==> config.mk <==
export PLATFORM = sky130hd
export DESIGN_NAME = adpcm_block_decoder
export DESIGN_NICKNAME = d
export VERILOG_FILES = /design/src/hw/rtl/abd_pkg.sv /design/src/hw/rtl/abd_ctrl.sv /design/src/hw/rtl/abd_datapath.sv /design/src/hw/rtl/adpcm_block_decoder.sv
export SDC_FILE = /design/constraint.sdc
export NUM_CORES = 1
export LEC_CHECK = 0
export BUFFER_PORTS_ARGS = -buffer_cell sky130_fd_sc_hd__buf_2
export CORE_MARGIN = 5
export CORE_UTILIZATION = 45
export DETAILED_ROUTE_END_ITERATION = 7
export SETUP_SLACK_MARGIN = 0.05
export SYNTH_ARGS = -nofsm -noshare
export SYNTH_HDL_FRONTEND = slang
export SYNTH_SLANG_ARGS = --single-unit
==> constraint.sdc <==
create_clock -name i_clk -period 18.4 [get_ports i_clk]
set_clock_uncertainty 0.05 [all_clocks]
set_input_delay 1.84 -clock i_clk [delete_from_list [all_inputs] [get_ports i_clk]]
set_output_delay 1.84 -clock i_clk [all_outputs]
set_load 0.005 [all_outputs]
==> src/hw/rtl/abd_pkg.sv <==
// Shared types, constants and field widths of the ADPCM block decoder.
`timescale 1ns / 1ps

package abd_pkg;

    // Field widths of the input and result items
    localparam int CH_W     = 3;
    localparam int POS_W    = 5;
    localparam int BYTE_W   = 8;
    localparam int NIB_W    = 4;
    localparam int COEF_W   = 15;
    localparam int SAMPLE_W = 16;
    localparam int SCALE_W  = 16;
    localparam int IDXS_W   = 5;

    // Arithmetic widths
    localparam int PROD_W = COEF_W + SAMPLE_W;
    localparam int ACC_W  = PROD_W + 1;
    localparam int PRED_W = 20;
    localparam int RES_W  = NIB_W + SCALE_W + 1;
    localparam int SUM_W  = 22;
    localparam int COEF_SHIFT = 12;

    // Saturation limits at the width of the raw sum
    localparam logic signed [SUM_W-1:0] SAMPLE_MAX = SUM_W'(32767);
    localparam logic signed [SUM_W-1:0] SAMPLE_MIN = -SUM_W'(32768);

    // Block layout
    localparam logic [POS_W-1:0] SCALE_HI_POS   = POS_W'(0);
    localparam logic [POS_W-1:0] SCALE_LO_POS   = POS_W'(1);
    localparam logic [POS_W-1:0] FIRST_DATA_POS = POS_W'(2);
    localparam logic [POS_W-1:0] LAST_DATA_POS  = POS_W'(17);

    // Default channel count
    localparam int DEF_MAX_CHANNELS = 8;

    // Configuration register indexes
    localparam int CFG_IDX_W = 1;
    localparam logic [CFG_IDX_W-1:0] REG_FIRST_COEF  = CFG_IDX_W'(0);
    localparam logic [CFG_IDX_W-1:0] REG_SECOND_COEF = CFG_IDX_W'(1);

    // What an incoming byte means
    typedef enum logic [1:0] {
        KIND_DROP,
        KIND_SCALE_HI,
        KIND_SCALE_LO,
        KIND_DATA
    } t_in_kind;

    // Controller states
    typedef enum logic [2:0] {
        ST_IDLE,
        ST_READ,
        ST_MUL_A,
        ST_MUL_B,
        ST_SUM,
        ST_EMIT
    } t_abd_state;

    // Commands from the controller to the datapath
    typedef struct packed {
        logic take_in;
        logic load_hist;
        logic mul_first;
        logic mul_second;
        logic sum;
        logic emit;
    } t_abd_cmd;

    // Status from the datapath to the controller
    typedef struct packed {
        t_in_kind kind;
        logic     second;
        logic     out_free;
    } t_abd_status;

endpackage

==> src/hw/rtl/abd_ctrl.sv <==
// Controller state machine of the ADPCM block decoder.
`timescale 1ns / 1ps

module abd_ctrl
    import abd_pkg::*;
(
    input  logic        i_clk,
    input  logic        i_rst_n,
    input  logic        i_in_valid,
    input  t_abd_status i_status,
    output logic        o_in_ready,
    output t_abd_cmd    o_cmd
);

    t_abd_state r_state;
    t_abd_state n_state;

    // State register
    always_ff @(posedge i_clk) begin
        if (!i_rst_n) begin
            r_state <= ST_IDLE;
        end else begin
            r_state <= n_state;
        end
    end

    // Next state and commands
    always_comb begin
        n_state    = r_state;
        o_cmd      = '0;
        o_in_ready = 1'b0;
        case (r_state)
            ST_IDLE: begin
                o_in_ready    = 1'b1;
                o_cmd.take_in = i_in_valid;
                if (i_in_valid && (i_status.kind == KIND_DATA)) begin
                    n_state = ST_READ;
                end
            end
            ST_READ: begin
                o_cmd.load_hist = 1'b1;
                n_state         = ST_MUL_A;
            end
            ST_MUL_A: begin
                o_cmd.mul_first = 1'b1;
                n_state         = ST_MUL_B;
            end
            ST_MUL_B: begin
                o_cmd.mul_second = 1'b1;
                n_state          = ST_SUM;
            end
            ST_SUM: begin
                o_cmd.sum = 1'b1;
                n_state   = ST_EMIT;
            end
            ST_EMIT: begin
                // Wait for room in the output register
                if (i_status.out_free) begin
                    o_cmd.emit = 1'b1;
                    n_state    = i_status.second ? ST_IDLE : ST_MUL_A;
                end
            end
            default: begin
                n_state = ST_IDLE;
            end
        endcase
    end

endmodule

==> src/hw/rtl/abd_datapath.sv <==
// Datapath of the ADPCM block decoder: history memory, predictor and output register.
`timescale 1ns / 1ps

module abd_datapath
    import abd_pkg::*;
#(
    parameter int MAX_CHANNELS = DEF_MAX_CHANNELS
) (
    input  logic                 i_clk,
    input  logic                 i_rst_n,
    input  t_abd_cmd             i_cmd,
    output t_abd_status          o_status,
    input  logic [CH_W-1:0]      i_channel_number,
    input  logic [POS_W-1:0]     i_byte_position,
    input  logic [BYTE_W-1:0]    i_block_byte,
    input  logic                 i_cfg_valid,
    input  logic [CFG_IDX_W-1:0] i_cfg_index,
    input  logic [COEF_W-1:0]    i_cfg_data,
    output logic                 o_out_valid,
    input  logic                 i_out_ready,
    output logic [CH_W-1:0]      o_out_channel,
    output logic [SAMPLE_W-1:0]  o_pcm_sample,
    output logic [IDXS_W-1:0]    o_sample_index,
    output logic                 o_pair_last,
    output logic                 o_end_marked
);

    localparam int IDX_W = (MAX_CHANNELS > 1) ? $clog2(MAX_CHANNELS) : 1;
    localparam int EXT_W = ((IDX_W > CH_W) ? IDX_W : CH_W) + 1;
    localparam int HIST_W = 2 * SAMPLE_W;

    // Configuration and block state
    logic signed [COEF_W-1:0]  r_coef0;
    logic signed [COEF_W-1:0]  r_coef1;
    logic [SCALE_W-1:0]        r_scale;

    // Item being decoded
    logic [CH_W-1:0]           r_ch;
    logic [POS_W-1:0]          r_pos;
    logic [BYTE_W-1:0]         r_byte;
    logic                      r_second;

    // Working history and arithmetic
    logic signed [SAMPLE_W-1:0] r_last;
    logic signed [SAMPLE_W-1:0] r_older;
    logic signed [ACC_W-1:0]    r_acc;
    logic signed [SUM_W-1:0]    r_sum;

    // History memory with a valid bit per channel
    logic [HIST_W-1:0]         hist_mem [MAX_CHANNELS];
    logic [MAX_CHANNELS-1:0]   r_hist_ok;

    logic [EXT_W-1:0]          in_ch_ext;
    logic [EXT_W-1:0]          cur_ch_ext;
    logic [IDX_W-1:0]          cur_idx;
    t_in_kind                  kind;

    logic signed [COEF_W-1:0]   mul_coef;
    logic signed [SAMPLE_W-1:0] mul_smp;
    logic signed [PROD_W-1:0]   prod;
    logic signed [ACC_W-1:0]    acc_base;
    logic signed [PRED_W-1:0]   pred;
    logic signed [NIB_W-1:0]    resid;
    logic signed [RES_W-1:0]    res_prod;
    logic signed [SAMPLE_W-1:0] sat;

    // Classify the incoming byte
    assign in_ch_ext = EXT_W'(i_channel_number);
    always_comb begin
        kind = KIND_DROP;
        if (in_ch_ext < EXT_W'(MAX_CHANNELS)) begin
            if (i_byte_position == SCALE_HI_POS) begin
                kind = KIND_SCALE_HI;
            end else if (i_byte_position == SCALE_LO_POS) begin
                kind = KIND_SCALE_LO;
            end else if (i_byte_position inside {[FIRST_DATA_POS:LAST_DATA_POS]}) begin
                kind = KIND_DATA;
            end
        end
    end

    assign cur_ch_ext = EXT_W'(r_ch);
    assign cur_idx    = cur_ch_ext[IDX_W-1:0];

    // Shared predictor multiplier: c0*last first, then c1*older accumulated
    assign mul_coef = i_cmd.mul_second ? r_coef1 : r_coef0;
    assign mul_smp  = i_cmd.mul_second ? r_older : r_last;
    assign prod     = mul_coef * mul_smp;
    assign acc_base = i_cmd.mul_second ? r_acc : '0;

    // Floor division by 4096 and the scaled residual
    assign pred     = PRED_W'(r_acc >>> COEF_SHIFT);
    assign resid    = r_second ? r_byte[NIB_W-1:0] : r_byte[BYTE_W-1:NIB_W];
    assign res_prod = resid * $signed({1'b0, r_scale});

    // Saturate the raw sum to a 16-bit sample
    always_comb begin
        if (r_sum > SAMPLE_MAX) begin
            sat = SAMPLE_W'(SAMPLE_MAX);
        end else if (r_sum < SAMPLE_MIN) begin
            sat = SAMPLE_W'(SAMPLE_MIN);
        end else begin
            sat = r_sum[SAMPLE_W-1:0];
        end
    end

    // Control registers: coefficients, scale, valid bits, output handshake
    always_ff @(posedge i_clk) begin
        if (!i_rst_n) begin
            r_coef0     <= '0;
            r_coef1     <= '0;
            r_scale     <= '0;
            r_hist_ok   <= '0;
            o_out_valid <= 1'b0;
        end else begin
            if (i_cfg_valid) begin
                case (i_cfg_index)
                    REG_FIRST_COEF:  r_coef0 <= i_cfg_data;
                    REG_SECOND_COEF: r_coef1 <= i_cfg_data;
                    default: ;
                endcase
            end
            if (i_cmd.take_in && (kind == KIND_SCALE_HI)) begin
                r_scale[SCALE_W-1:BYTE_W] <= i_block_byte;
            end
            if (i_cmd.take_in && (kind == KIND_SCALE_LO)) begin
                r_scale[BYTE_W-1:0] <= i_block_byte;
            end
            if (i_cmd.emit && r_second) begin
                r_hist_ok[cur_idx] <= 1'b1;
            end
            if (i_cmd.emit) begin
                o_out_valid <= 1'b1;
            end else if (i_out_ready) begin
                o_out_valid <= 1'b0;
            end
        end
    end

    // History memory: written once per data byte, read into the working history
    always_ff @(posedge i_clk) begin
        if (i_cmd.emit && r_second) begin
            hist_mem[cur_idx] <= {r_last, sat};
        end
    end

    // Payload registers of the working item
    always_ff @(posedge i_clk) begin
        if (i_cmd.take_in) begin
            r_ch     <= i_channel_number;
            r_pos    <= i_byte_position;
            r_byte   <= i_block_byte;
            r_second <= 1'b0;
        end
        if (i_cmd.load_hist) begin
            if (r_hist_ok[cur_idx]) begin
                r_older <= hist_mem[cur_idx][HIST_W-1:SAMPLE_W];
                r_last  <= hist_mem[cur_idx][SAMPLE_W-1:0];
            end else begin
                r_older <= '0;
                r_last  <= '0;
            end
        end
        if (i_cmd.mul_first || i_cmd.mul_second) begin
            r_acc <= acc_base + ACC_W'(prod);
        end
        if (i_cmd.sum) begin
            r_sum <= SUM_W'(pred) + SUM_W'(res_prod);
        end
        if (i_cmd.emit) begin
            r_older        <= r_last;
            r_last         <= sat;
            r_second       <= ~r_second;
            o_out_channel  <= r_ch;
            o_pcm_sample   <= sat;
            o_sample_index <= {4'(r_pos - FIRST_DATA_POS), r_second};
            o_pair_last    <= r_second;
            o_end_marked   <= r_scale[SCALE_W-1];
        end
    end

    assign o_status.kind     = kind;
    assign o_status.second   = r_second;
    assign o_status.out_free = !o_out_valid || i_out_ready;

endmodule

==> src/hw/rtl/adpcm_block_decoder.sv <==
// Top level of the four-bit ADPCM block decoder.
`timescale 1ns / 1ps

// Channel   Direction  Handshake                    Content
// s_axis    in         tvalid / tready              one block byte with channel and position
// m_axis    out        tvalid / tready              one decoded sample
// cfg       in         valid / ready                coefficient register write
//
// A scale byte or an ignored byte is taken in the idle state. A data byte is accepted,
// its channel history is read from the history memory, then each of its two samples
// takes c0*last and an accumulated c1*older on the shared predictor multiplier, an add
// of the scaled residual and a load of the output register. A stalled output holds the
// second sample back until the first has gone. Reset clears the coefficients, the
// scale and the per-channel history valid bits.

module adpcm_block_decoder
    import abd_pkg::*;
#(
    parameter int MAX_CHANNELS = DEF_MAX_CHANNELS
) (
    input  logic                 i_clk,
    input  logic                 i_rst_n,
    input  logic                 i_s_axis_tvalid,
    output logic                 o_s_axis_tready,
    // [2:0] channel_number, [7:3] byte_position, [15:8] block_byte
    input  logic [15:0]          i_s_axis_tdata,
    output logic                 o_m_axis_tvalid,
    input  logic                 i_m_axis_tready,
    // [2:0] out_channel, [18:3] pcm_sample, [23:19] sample_index
    output logic [23:0]          o_m_axis_tdata,
    output logic                 o_m_axis_tlast,
    // [0] end_marked
    output logic                 o_m_axis_tuser,
    input  logic                 i_cfg_valid,
    output logic                 o_cfg_ready,
    input  logic [CFG_IDX_W-1:0] i_cfg_index,
    input  logic [COEF_W-1:0]    i_cfg_data
);

    t_abd_cmd    cmd;
    t_abd_status status;

    logic [CH_W-1:0]     out_channel;
    logic [SAMPLE_W-1:0] pcm_sample;
    logic [IDXS_W-1:0]   sample_index;

    // Registers are always writable
    assign o_cfg_ready = 1'b1;

    abd_ctrl u_ctrl (
        .i_clk      (i_clk),
        .i_rst_n    (i_rst_n),
        .i_in_valid (i_s_axis_tvalid),
        .i_status   (status),
        .o_in_ready (o_s_axis_tready),
        .o_cmd      (cmd)
    );

    abd_datapath #(
        .MAX_CHANNELS (MAX_CHANNELS)
    ) u_datapath (
        .i_clk            (i_clk),
        .i_rst_n          (i_rst_n),
        .i_cmd            (cmd),
        .o_status         (status),
        .i_channel_number (i_s_axis_tdata[2:0]),
        .i_byte_position  (i_s_axis_tdata[7:3]),
        .i_block_byte     (i_s_axis_tdata[15:8]),
        .i_cfg_valid      (i_cfg_valid),
        .i_cfg_index      (i_cfg_index),
        .i_cfg_data       (i_cfg_data),
        .o_out_valid      (o_m_axis_tvalid),
        .i_out_ready      (i_m_axis_tready),
        .o_out_channel    (out_channel),
        .o_pcm_sample     (pcm_sample),
        .o_sample_index   (sample_index),
        .o_pair_last      (o_m_axis_tlast),
        .o_end_marked     (o_m_axis_tuser)
    );

    assign o_m_axis_tdata = {sample_index, pcm_sample, out_channel};

    // A sample is loaded only when the output register is empty or draining
    a_emit_has_room: assert property (@(posedge i_clk) disable iff (!i_rst_n)
        cmd.emit |-> (!o_m_axis_tvalid || i_m_axis_tready))
        else $error("sample loaded over a waiting output item");

    // A data byte blocks the input while its samples are worked out
    a_data_blocks_input: assert property (@(posedge i_clk) disable iff (!i_rst_n)
        (i_s_axis_tvalid && o_s_axis_tready && (status.kind == KIND_DATA))
        |=> !o_s_axis_tready)
        else $error("input taken while a data byte is still being decoded");

    // After the second sample of a byte the decoder is ready again
    a_pair_done_ready: assert property (@(posedge i_clk) disable iff (!i_rst_n)
        (cmd.emit && status.second) |=> o_s_axis_tready)
        else $error("decoder not ready after the second sample of a byte");

    // The second sample of a byte leaves with the pair flag set
    a_pair_flag: assert property (@(posedge i_clk) disable iff (!i_rst_n)
        cmd.emit |=> (o_m_axis_tlast == $past(status.second)))
        else $error("pair flag does not match the nibble decoded");

endmodule
==> flow_metrics.env, run 1 <==
export IMPL_wl_per_cell_microns=20.6
export IMPL_grt_busiest_layer="met2"
export IMPL_setup_violations=0
export IMPL_synth_cells=2437
export IMPL_multiInputGateArea_sq_mm=0.0153
export IMPL_synth_avg_cell_area_sq_um=12.2
export IMPL_gp_congestion=0.924
export IMPL_htreeDepth=2
export IMPL_endpoint_kind="register"
export IMPL_cts_tree="yes"
export IMPL_worstSetupStartpointType="register"
export IMPL_synthTopCellsByCount="inv_1, edfxtp_1, nand2_1, fa_1, nor2_1"
export IMPL_start_util_pct=45.3
export IMPL_finalHoldViolCount=0
export IMPL_p_per_area_mw_per_mm2=93.1
export IMPL_dieHeight_microns=267
export IMPL_min_path_type="reg2reg"
export IMPL_fin_nets=2986
export IMPL_tightest_slew_ps=1410
export IMPL_viasPerCell=5.31
export IMPL_antenna_found_initial=0
export IMPL_post_dp_hpwl_microns=50200
export IMPL_fin_crit_ps=8850
export IMPL_ys_seq_elements=444
export IMPL_ctsHoldBuffers=0
export IMPL_cts_sinks=444
export IMPL_grt_pass1_vias=19400
export IMPL_io_pin_count=66
export IMPL_grt_use_met2_pct=34.4
export IMPL_clock_path_buffers=3
export IMPL_reg2reg_setup_slack_ps=9550
export IMPL_diodes=0
export IMPL_first_pass_iters=5
export IMPL_wirelength_microns=69900
export IMPL_synth_edff_count=383
export IMPL_synth_most_common_cell="inv_1"
export IMPL_relSlewSlack_pct=3.10
export IMPL_place_port_buffers=64
export IMPL_area_growth_syn_to_layout_pct=9.70
export IMPL_ant_nets=0
export IMPL_worstSetupPathType="reg2reg"
export IMPL_overflow=0
export IMPL_netlist_area_sq_mm=0.0297
export IMPL_fmax_ghz=0.113
export IMPL_synthFlopType="edfxtp_1"
export IMPL_critPathRequiredTime_ps=18800
export IMPL_drc=0
export IMPL_vias=18000
export IMPL_ys_seq_area_share_pct=42.8
export IMPL_cts_buffers=47
export IMPL_yosysWarnings=0
export IMPL_post_cts_buffers=0
export IMPL_maxCapViolCount=0
export IMPL_core_rowCount=94
export IMPL_use_met3_pct=2.53
export IMPL_core_area_sq_mm=0.0656
export IMPL_yosysUniqueCellTypes=65
export IMPL_outcome="completed"
export IMPL_rsz0062_at_grt="no"
export IMPL_ys_async_sr_fraction_pct=0
export IMPL_n_fill_cell=5769
export IMPL_die_area_sq_mm=0.0713
export IMPL_dr_first_iter_drc_count=1056
export IMPL_cts_reportedPaths_clkPinSlew_ps=60
export IMPL_crit_fanout=41
export IMPL_final_cells=3397
export IMPL_p_total_mw=3.04
export IMPL_ctsResizeCount=0
export IMPL_synth_top_area_share_pct=38.7
export IMPL_fin_tns_setup_ps=0
export IMPL_fp_dieW_microns=267
export IMPL_p_leak_nw=13.7
export IMPL_utilization_pct=49.7
export IMPL_period_share_pct=48.1
export IMPL_clock_latency_ps=590
export IMPL_layout_drive_gt1_share_pct=10.9
export IMPL_cts_root_buf="clkbuf_16"
export IMPL_arrival_ps=9250
export IMPL_grt_pass1_wl_microns=111000
export IMPL_grt_use_total_pct=20.0
export IMPL_grt_use_met1_pct=27.3
export IMPL_synth_area_top_cells="edfxtp_1, fa_1, ha_1, mux4_2, inv_1"
export IMPL_whs_ps=397
export IMPL_seqCellArea_sq_mm=0.0127
export IMPL_grt_max_degree=65
export IMPL_slew_viol_final=0
export IMPL_numPlacedInstances=3309
export IMPL_ir_drop_mv=0.0705
export IMPL_synth_nets=2929
export IMPL_synth_top_area_cell="edfxtp_1"
state kept, by name, summed over array words and instances, names as in the netlist, 3 cells and up, named ones only:
register                   count
u_datapath.hist_mem          256
u_datapath.r_acc              32
u_datapath.r_sum              22
u_datapath.o_pcm_sample       16
u_datapath.r_last             16
u_datapath.r_older            16
u_datapath.r_scale            16
u_datapath.r_coef0            15
u_datapath.r_coef1            15
u_datapath.r_byte              8
u_datapath.r_hist_ok           8
u_datapath.o_sample_index      5
u_datapath.r_pos               4
u_ctrl.r_state                 3
u_datapath.cur_idx             3
u_datapath.o_out_channel       3
through the flow:
stage / setup slack (ps) / instance area, sq um
after detailed placement: 9700 / 31100
after CTS: 9630 / 32600
final: 9550 / 32600
after global routing: 9340 / 32600
after global placement: 9500 / 31000
after floorplan: 11340 / 29700
layer usage:
| layer | part of all wire, % | vias up |
|---|---|---|
| met5 | 0 | - |
| met4 | 2.7 | 0 |
| met3 | 5.2 | 111 |
| met2 | 50 | 452 |
| met1 | 43 | 9263 |
| li1 | - | 8199 |
critical path: stages, from the launching register on:
cell and delay, ps:
dfxtp_1 300, buf_4 370, and2_2 1030, mux2i_1 1220, nor2_1 270, fa_1 610
inv_1 60, fa_1 530, inv_1 50, fa_1 500, fa_1 460, fa_1 520
inv_1 60, fa_1 490, inv_1 50, ha_1 330, and4_1 270, nand3_2 90
a211oi_2 360, o21ai_2 150, a21oi_4 190, nor3_1 90, or4b_1 510, nand3_1 90
cell type report:
class / count / share of cell area, %
Sequential cell: 444 / 39.0
Timing Repair Buffer: 90 / 1.59
Clock inverter: 21 / 0.767
Inverter: 394 / 4.54
Tap cell: 864 / 3.32
Multi-Input combinational cell: 1517 / 46.8
Clock buffer: 67 / 3.96
power by group:
group | switching (mW) | internal, mW
Sequential | 0.0324 | 1.15
Combinational | 0.526 | 0.379
Clock | 0.395 | 0.550
Total | 0.953 | 2.08
kinds of logic (layout without fill, tap and decap cells):
logic type | Yosys count | count (layout) | share of synthesized area (%)
multiplexers | 154 | 154 | 7.99
XOR/XNOR | 51 | 51 | 1.50
AND/OR/NAND/NOR | 645 | 645 | 9.64
flip-flops | 444 | 444 | 42.8
adder cells (fa/ha/maj) | 455 | 455 | 27.1
buffers and inverters | 476 | 572 | 6.16
AO/OA/AOI/OAI | 211 | 211 | 4.76
other | 1 | 1 | 0.0126
final timing paths:
check	from	endpoint	cells after the start
hold / removal	u_datapath.r_pos[0]	u_datapath.o_sample_index[1]	0
setup reg to reg	u_ctrl.r_state[0]	u_datapath.r_acc[30]	23
hold reg to reg	u_datapath.r_pos[0]	u_datapath.o_sample_index[1]	0
setup / recovery	u_ctrl.r_state[0]	u_datapath.r_acc[30]	23
layout by cell type, fill, tap and decap left out, drive strengths merged, types with 4 or more instances in the layout:
cell and instances:
a211oi 7, a21boi 32, a21o 15, a21oi 50, a31oi 5, and2 10
and3 34, buf 90, bufinv 4, clkbuf 67, clkinv 15, dfxtp 61
edfxtp 383, fa 316, ha 139, inv 395, mux2 6, mux2i 82
mux4 66, nand2 330, nand2b 18, nand3 13, nor2 145, nor2b 39
nor3 12, nor3b 4, nor4 4, o21a 31, o21ai 36, o21bai 5
o2bb2ai 15, or2 21, or3 6, xnor2 40, xor2 11
No activity file was read; power rests on OpenSTA's default activity.
==> run 2, diff against run 1 <==
==> constraint.sdc (replaced) <==
create_clock -name i_clk -period 8.8 [get_ports i_clk]
set_clock_uncertainty 0.05 [all_clocks]
set_input_delay 0.88 -clock i_clk [delete_from_list [all_inputs] [get_ports i_clk]]
set_output_delay 0.88 -clock i_clk [all_outputs]
set_load 0.005 [all_outputs]
==> flow_metrics.env, run 2 (synthesis gave the netlist of run 1 again) <==
export IMPL_ir_drop_mv=0.136
export IMPL_rsz0062_at_grt="no"
export IMPL_io_pin_count=66
export IMPL_cts_reportedPaths_clkPinSlew_ps=60
export IMPL_share_seq_of_total_power_pct=38.9
export IMPL_endpoint_kind="register"
export IMPL_antenna_found_initial=0
export IMPL_outcome="completed"
export IMPL_fp_dieW_microns=267
export IMPL_slowest_stage="mux2i_1"
export IMPL_grt_busiest_layer="met2"
export IMPL_cts_root_buf="clkbuf_16"
export IMPL_ctsHoldBuffers=0
export IMPL_cts_sinks=444
export IMPL_dieHeight_microns=267
export IMPL_crit_end="u_datapath.r_acc[30]"
export IMPL_htreeDepth=2
export IMPL_fin_crit_ps=8140
export IMPL_crit_path_start="u_ctrl.r_state[1]"
export IMPL_critPathRequiredTime_ps=9210
export IMPL_maxCapViolCount=0
export IMPL_wirelength_microns=70900
export IMPL_worst_path_buf_inv=5
export IMPL_grt_pass1_wl_microns=114000
export IMPL_grt_use_met1_pct=27.1
export IMPL_core_area_sq_mm=0.0656
export IMPL_min_path_type="reg2reg"
export IMPL_r2r_cells=24
export IMPL_use_met3_pct=3.45
export IMPL_cpMostUsedCell="fa_1"
export IMPL_vias=18100
export IMPL_p_sw_share_pct=32.0
export IMPL_ant_nets=0
export IMPL_die_area_sq_mm=0.0713
export IMPL_gp_congestion=0.917
export IMPL_slew_viol_final=0
export IMPL_power_frac_comb_pct=29.9
export IMPL_cp_num_cells=24
export IMPL_place_port_buffers=64
export IMPL_place_area_sq_mm=0.0312
export IMPL_top_register="u_datapath.hist_mem"
export IMPL_wl_per_cell_microns=20.7
export IMPL_clkPwrFrac_pct=31.2
export IMPL_p_leak_nw=13.8
export IMPL_clock_latency_ps=610
export IMPL_clock_path_buffers=3
export IMPL_drc=0
export IMPL_viasPerCell=5.29
export IMPL_setup_violations=0
export IMPL_final_cell_mix="inv_1, edfxtp_1, nand2_1"
export IMPL_design_area_sq_mm=0.0328
export IMPL_max_stage_delay_ps=630
export IMPL_final_cells=3422
export IMPL_r2r_start="u_ctrl.r_state[1]"
export IMPL_rr_endpoint="u_datapath.r_acc[30]"
export IMPL_finalHoldViolCount=0
export IMPL_power_switching_mw=2.04
export IMPL_grt_use_met2_pct=35.2
export IMPL_worstSetupStartpointType="register"
export IMPL_diodes=0
export IMPL_p_per_area_mw_per_mm2=194
export IMPL_n_fill_cell=5799
export IMPL_fin_nets=3011
export IMPL_arrival_ps=8550
export IMPL_cts_buffers=48
export IMPL_core_rowCount=94
export IMPL_ctsResizeCount=0
export IMPL_p_int_mw=4.33
export IMPL_numPlacedInstances=3333
export IMPL_tightest_slew_ps=1100
export IMPL_worstSetupPathType="reg2reg"
export IMPL_area_growth_syn_to_layout_pct=10.4
export IMPL_cts_tree="yes"
export IMPL_final_common_cell="inv_1"
export IMPL_crit_fanout=24
export IMPL_dr_first_iter_drc_count=1341
export IMPL_post_cts_buffers=0
export IMPL_grt_pass1_vias=19900
export IMPL_first_pass_iters=5
export IMPL_grt_max_degree=65
export IMPL_cp_cell_sequence="nor2b_4 -> and2_2 -> buf_4 -> mux2i_1 -> nor2_1 -> fa_1 -> fa_1 -> inv_1 -> fa_1 -> inv_1 -> fa_1 -> fa_1 -> inv_1 -> fa_1 -> inv_1 -> ha_1 -> and4_1 -> nand3_2 -> a211oi_2 -> o21ai_2 -> a21oi_4 -> nor3_1 -> or4b_1 -> nand3_1"
export IMPL_start_util_pct=45.3
export IMPL_post_dp_hpwl_microns=52500
export IMPL_reg_top3="u_datapath.hist_mem x256, u_datapath.r_acc x32, u_datapath.r_sum x22"
export IMPL_largest_reg_flops=256
export IMPL_p_total_mw=6.37
export IMPL_grt_use_total_pct=20.5
export IMPL_fin_tns_setup_ps=0
export IMPL_layout_drive_gt1_share_pct=11.6
export IMPL_reg2reg_setup_slack_ps=660
export IMPL_critPathTopFamily="adder cells"
export IMPL_fmax_ghz=0.123
export IMPL_relSlewSlack_pct=24.8
export IMPL_period_share_pct=92.5
export IMPL_overflow=0
run 2: changes by cell type in the layout (fill, tap and decap cells not counted), sizes merged:
cell,delta
bufinv,-1
clkinvlp,-1
inv,+2
buf,+24
clkbuf,-8
clkinv,+9
run 2: layout make-up:
class | instances | area, sq um | share of cell area (%)
tap | 864 | 1080 | 3.30
clock inverter | 30 | 304 | 0.927
multi-input combinational | 1517 | 15200 | 46.5
timing repair buffer | 114 | 708 | 2.16
inverter | 394 | 1480 | 4.51
sequential | 444 | 12700 | 38.8
clock buffer | 59 | 1260 | 3.85
run 2: metrics by stage:
| step | utilization [%] | hold WS (ps) | setup slack [ps] |
|---|---|---|---|
| after floorplan | - | 350 | 1740 |
| after global placement | 47.6 | 359 | 807 |
| after detailed placement | 47.6 | 360 | 712 |
| after CTS | 50.0 | 374 | 670 |
| after global routing | 50.0 | 392 | 301 |
| final | 50.0 | 373 | 662 |
run 2: power groups by stage:
stage | Clock, mW | Combinational [mW] | Sequential, mW
finish | 1.99 | 1.90 | 2.48
global route | 2.12 | 2.19 | 2.49
CTS | 2.03 | 1.93 | 2.48
detailed placement | 0 | 1.91 | 2.53
global placement | 0 | 1.88 | 2.52
floorplan | 0 | 1.45 | 2.48
run 2: layer usage:
layer,share of wire (%),wire (microns)
met4,3.2,2270
met3,6.3,4500
met2,50,35300
met1,41,28900
met5,0,0
run 2: worst min-delay path by stage:
stage                        start                      endpoint  slack [ps]  cells after the start
3_3_place_gp   u_datapath.r_pos[0]  u_datapath.o_sample_index[1]         360                      0
2_1_floorplan  u_datapath.r_pos[0]  u_datapath.o_sample_index[1]         350                      0
3_5_place_dp   u_datapath.r_pos[0]  u_datapath.o_sample_index[1]         360                      0
4_1_cts        u_datapath.r_pos[0]  u_datapath.o_sample_index[1]         370                      0
6_report       u_datapath.r_pos[0]  u_datapath.o_sample_index[1]         370                      0
5_1_grt          i_s_axis_tdata[6]           u_datapath.r_pos[3]         390                      1
==> run 3, diff against run 2 <==
--- a/config.mk
+++ b/config.mk
@@ -7,8 +7,9 @@
 export LEC_CHECK = 0
 export BUFFER_PORTS_ARGS = -buffer_cell sky130_fd_sc_hd__buf_2
 export CORE_MARGIN = 5
-export CORE_UTILIZATION = 45
+export CORE_UTILIZATION = 61
 export DETAILED_ROUTE_END_ITERATION = 7
+export PLACE_DENSITY = 0.78
 export SETUP_SLACK_MARGIN = 0.05
 export SYNTH_ARGS = -nofsm -noshare
 export SYNTH_HDL_FRONTEND = slang
==> flow_metrics.env, run 3 (synthesis gave the netlist of run 1 again) <==
export IMPL_outcome="completed"
export IMPL_reg_top3="u_datapath.hist_mem x256, u_datapath.r_acc x32, u_datapath.r_sum x22"
export IMPL_whs_ps=377
export IMPL_ir_drop_mv=0.186
export IMPL_setup_violations=0
export IMPL_layout_drive_gt1_share_pct=11.3
export IMPL_final_cell_mix="inv_1, edfxtp_1, nand2_1"
export IMPL_endpoint_kind="register"
export IMPL_core_area_sq_mm=0.0479
export IMPL_maxCapViolCount=0
export IMPL_fmax_ghz=0.125
export IMPL_post_cts_buffers=0
export IMPL_area_growth_syn_to_layout_pct=8.47
export IMPL_min_path_type="reg2reg"
export IMPL_antenna_found_initial=0
export IMPL_post_dp_hpwl_microns=50100
export IMPL_final_common_cell="inv_1"
export IMPL_wl_per_cell_microns=22.2
export IMPL_p_leak_nw=13.7
export IMPL_wirelength_microns=70000
export IMPL_overflow=0
export IMPL_fin_nets=2998
export IMPL_arrival_ps=8280
export IMPL_numPlacedInstances=3074
export IMPL_crit_fanout=14
export IMPL_clock_path_buffers=3
export IMPL_p_per_area_mw_per_mm2=192
export IMPL_die_area_sq_mm=0.0532
export IMPL_period_share_pct=90.8
export IMPL_final_cells=3156
export IMPL_diodes=0
export IMPL_ant_nets=0
export IMPL_core_rowCount=80
export IMPL_seqCellArea_sq_mm=0.0127
export IMPL_grt_pass1_wl_microns=111000
export IMPL_top_register="u_datapath.hist_mem"
export IMPL_fp_dieW_microns=231
export IMPL_dieHeight_microns=231
export IMPL_dp_slack_ps=975
export IMPL_start_util_pct=62.0
export IMPL_htreeDepth=2
export IMPL_slew_viol_final=0
export IMPL_ctsResizeCount=0
export IMPL_gp_congestion=0.933
export IMPL_relSlewSlack_pct=26.4
export IMPL_cpMostUsedCell="fa_1"
export IMPL_dr_first_iter_drc_count=1416
export IMPL_largest_reg_flops=256
export IMPL_critPathRequiredTime_ps=9090
export IMPL_grt_max_degree=65
export IMPL_clock_latency_ps=590
export IMPL_finalHoldViolCount=0
export IMPL_grt_use_total_pct=27.1
export IMPL_cts_buffers=45
export IMPL_max_stage_delay_ps=820
export IMPL_rsz0062_at_grt="no"
export IMPL_fin_crit_ps=7990
export IMPL_first_pass_iters=5
export IMPL_drc=0
export IMPL_tightest_slew_ps=1100
export IMPL_cts_tree="yes"
export IMPL_cp_cell_sequence="buf_4 -> and2_2 -> mux2i_1 -> nor2_1 -> fa_1 -> inv_1 -> fa_1 -> inv_1 -> fa_1 -> inv_1 -> fa_1 -> fa_1 -> fa_1 -> inv_1 -> ha_1 -> a21oi_1 -> a21oi_1 -> nand3_1 -> a21oi_1 -> or3_1 -> a31oi_1 -> xnor2_1"
export IMPL_grt_pass1_vias=20400
export IMPL_cts_reportedPaths_clkPinSlew_ps=60
export IMPL_worstSetupPathType="reg2reg"
export IMPL_slowest_stage="fa_1"
export IMPL_ctsHoldBuffers=0
export IMPL_fin_tns_setup_ps=0
export IMPL_viasPerCell=5.92
export IMPL_multiInputGateArea_sq_mm=0.0152
export IMPL_cts_root_buf="clkbuf_16"
export IMPL_io_pin_count=66
export IMPL_n_fill_cell=3364
export IMPL_cts_sinks=444
export IMPL_place_port_buffers=64
export IMPL_vias=18700
export IMPL_worstSetupStartpointType="register"
export IMPL_setup_slack_ps=806
run 3: cell types whose count changed in the layout (fill, tap and decap cells not counted), sizes merged:
cell	delta
buf	-10
bufinv	-3
clkbuf	-2
clkinv	-3
clkinvlp	+1
run 3: stage by stage:
step           total power, mW  util [%]  area (sq um)
2_1_floorplan             3.92         -         29700
3_3_place_gp              4.34      64.4         30900
3_5_place_dp              4.41      64.4         30900
4_1_cts                   6.23      67.2         32200
5_1_grt                   6.57      67.2         32200
6_report                  6.20      67.2         32200
run 3: worst max-delay path: cells and delay by family (launching register included):
kind | cells | cell delay (ps)
compound gates | 4 | 740
xor+xnor | 1 | 90
simple gates | 4 | 990
flops | 1 | 650
mux | 1 | 790
buf+inv | 5 | 620
fa+ha+maj | 7 | 3800
run 3: worst paths after layout:
| path | endpoint | depth (start not counted) | slack, ps | from |
|---|---|---|---|---|
| max | u_datapath.r_acc[31] | 22 | 810 | u_ctrl.r_state[0] |
| min | u_datapath.o_sample_index[1] | 0 | 380 | u_datapath.r_pos[0] |
| max reg2reg | u_datapath.r_acc[31] | 22 | 810 | u_ctrl.r_state[0] |
| min reg2reg | u_datapath.o_sample_index[1] | 0 | 380 | u_datapath.r_pos[0] |
run 3: per-layer routing:
| layer | global-route usage [%] | routed length, microns | part of all wire, % |
|---|---|---|---|
| met1 | 34.1 | 25800 | 37 |
| met2 | 46.9 | 35600 | 51 |
| met3 | 5.76 | 5770 | 8.2 |
| met4 | 9.71 | 2760 | 3.9 |
| met5 | 0 | 0 | 0 |
run 3: layout make-up:
cell class	instances	share of cell area [%]
multi-input cells	1517	47.3
repair buffers	104	1.96
clock buffers	57	3.76
well taps	615	2.39
clock inverters	25	0.532
inverters	394	4.59
flip-flops and latches	444	39.5
run 3: power breakdown:
part           total [mW]  internal, mW  leakage (nW)  switching (mW)
logic                1.91         0.803          9.05            1.11
registers            2.48          2.41          3.98          0.0662
clock network        1.82         0.987         0.687           0.830
total                6.20          4.20          13.7            2.00
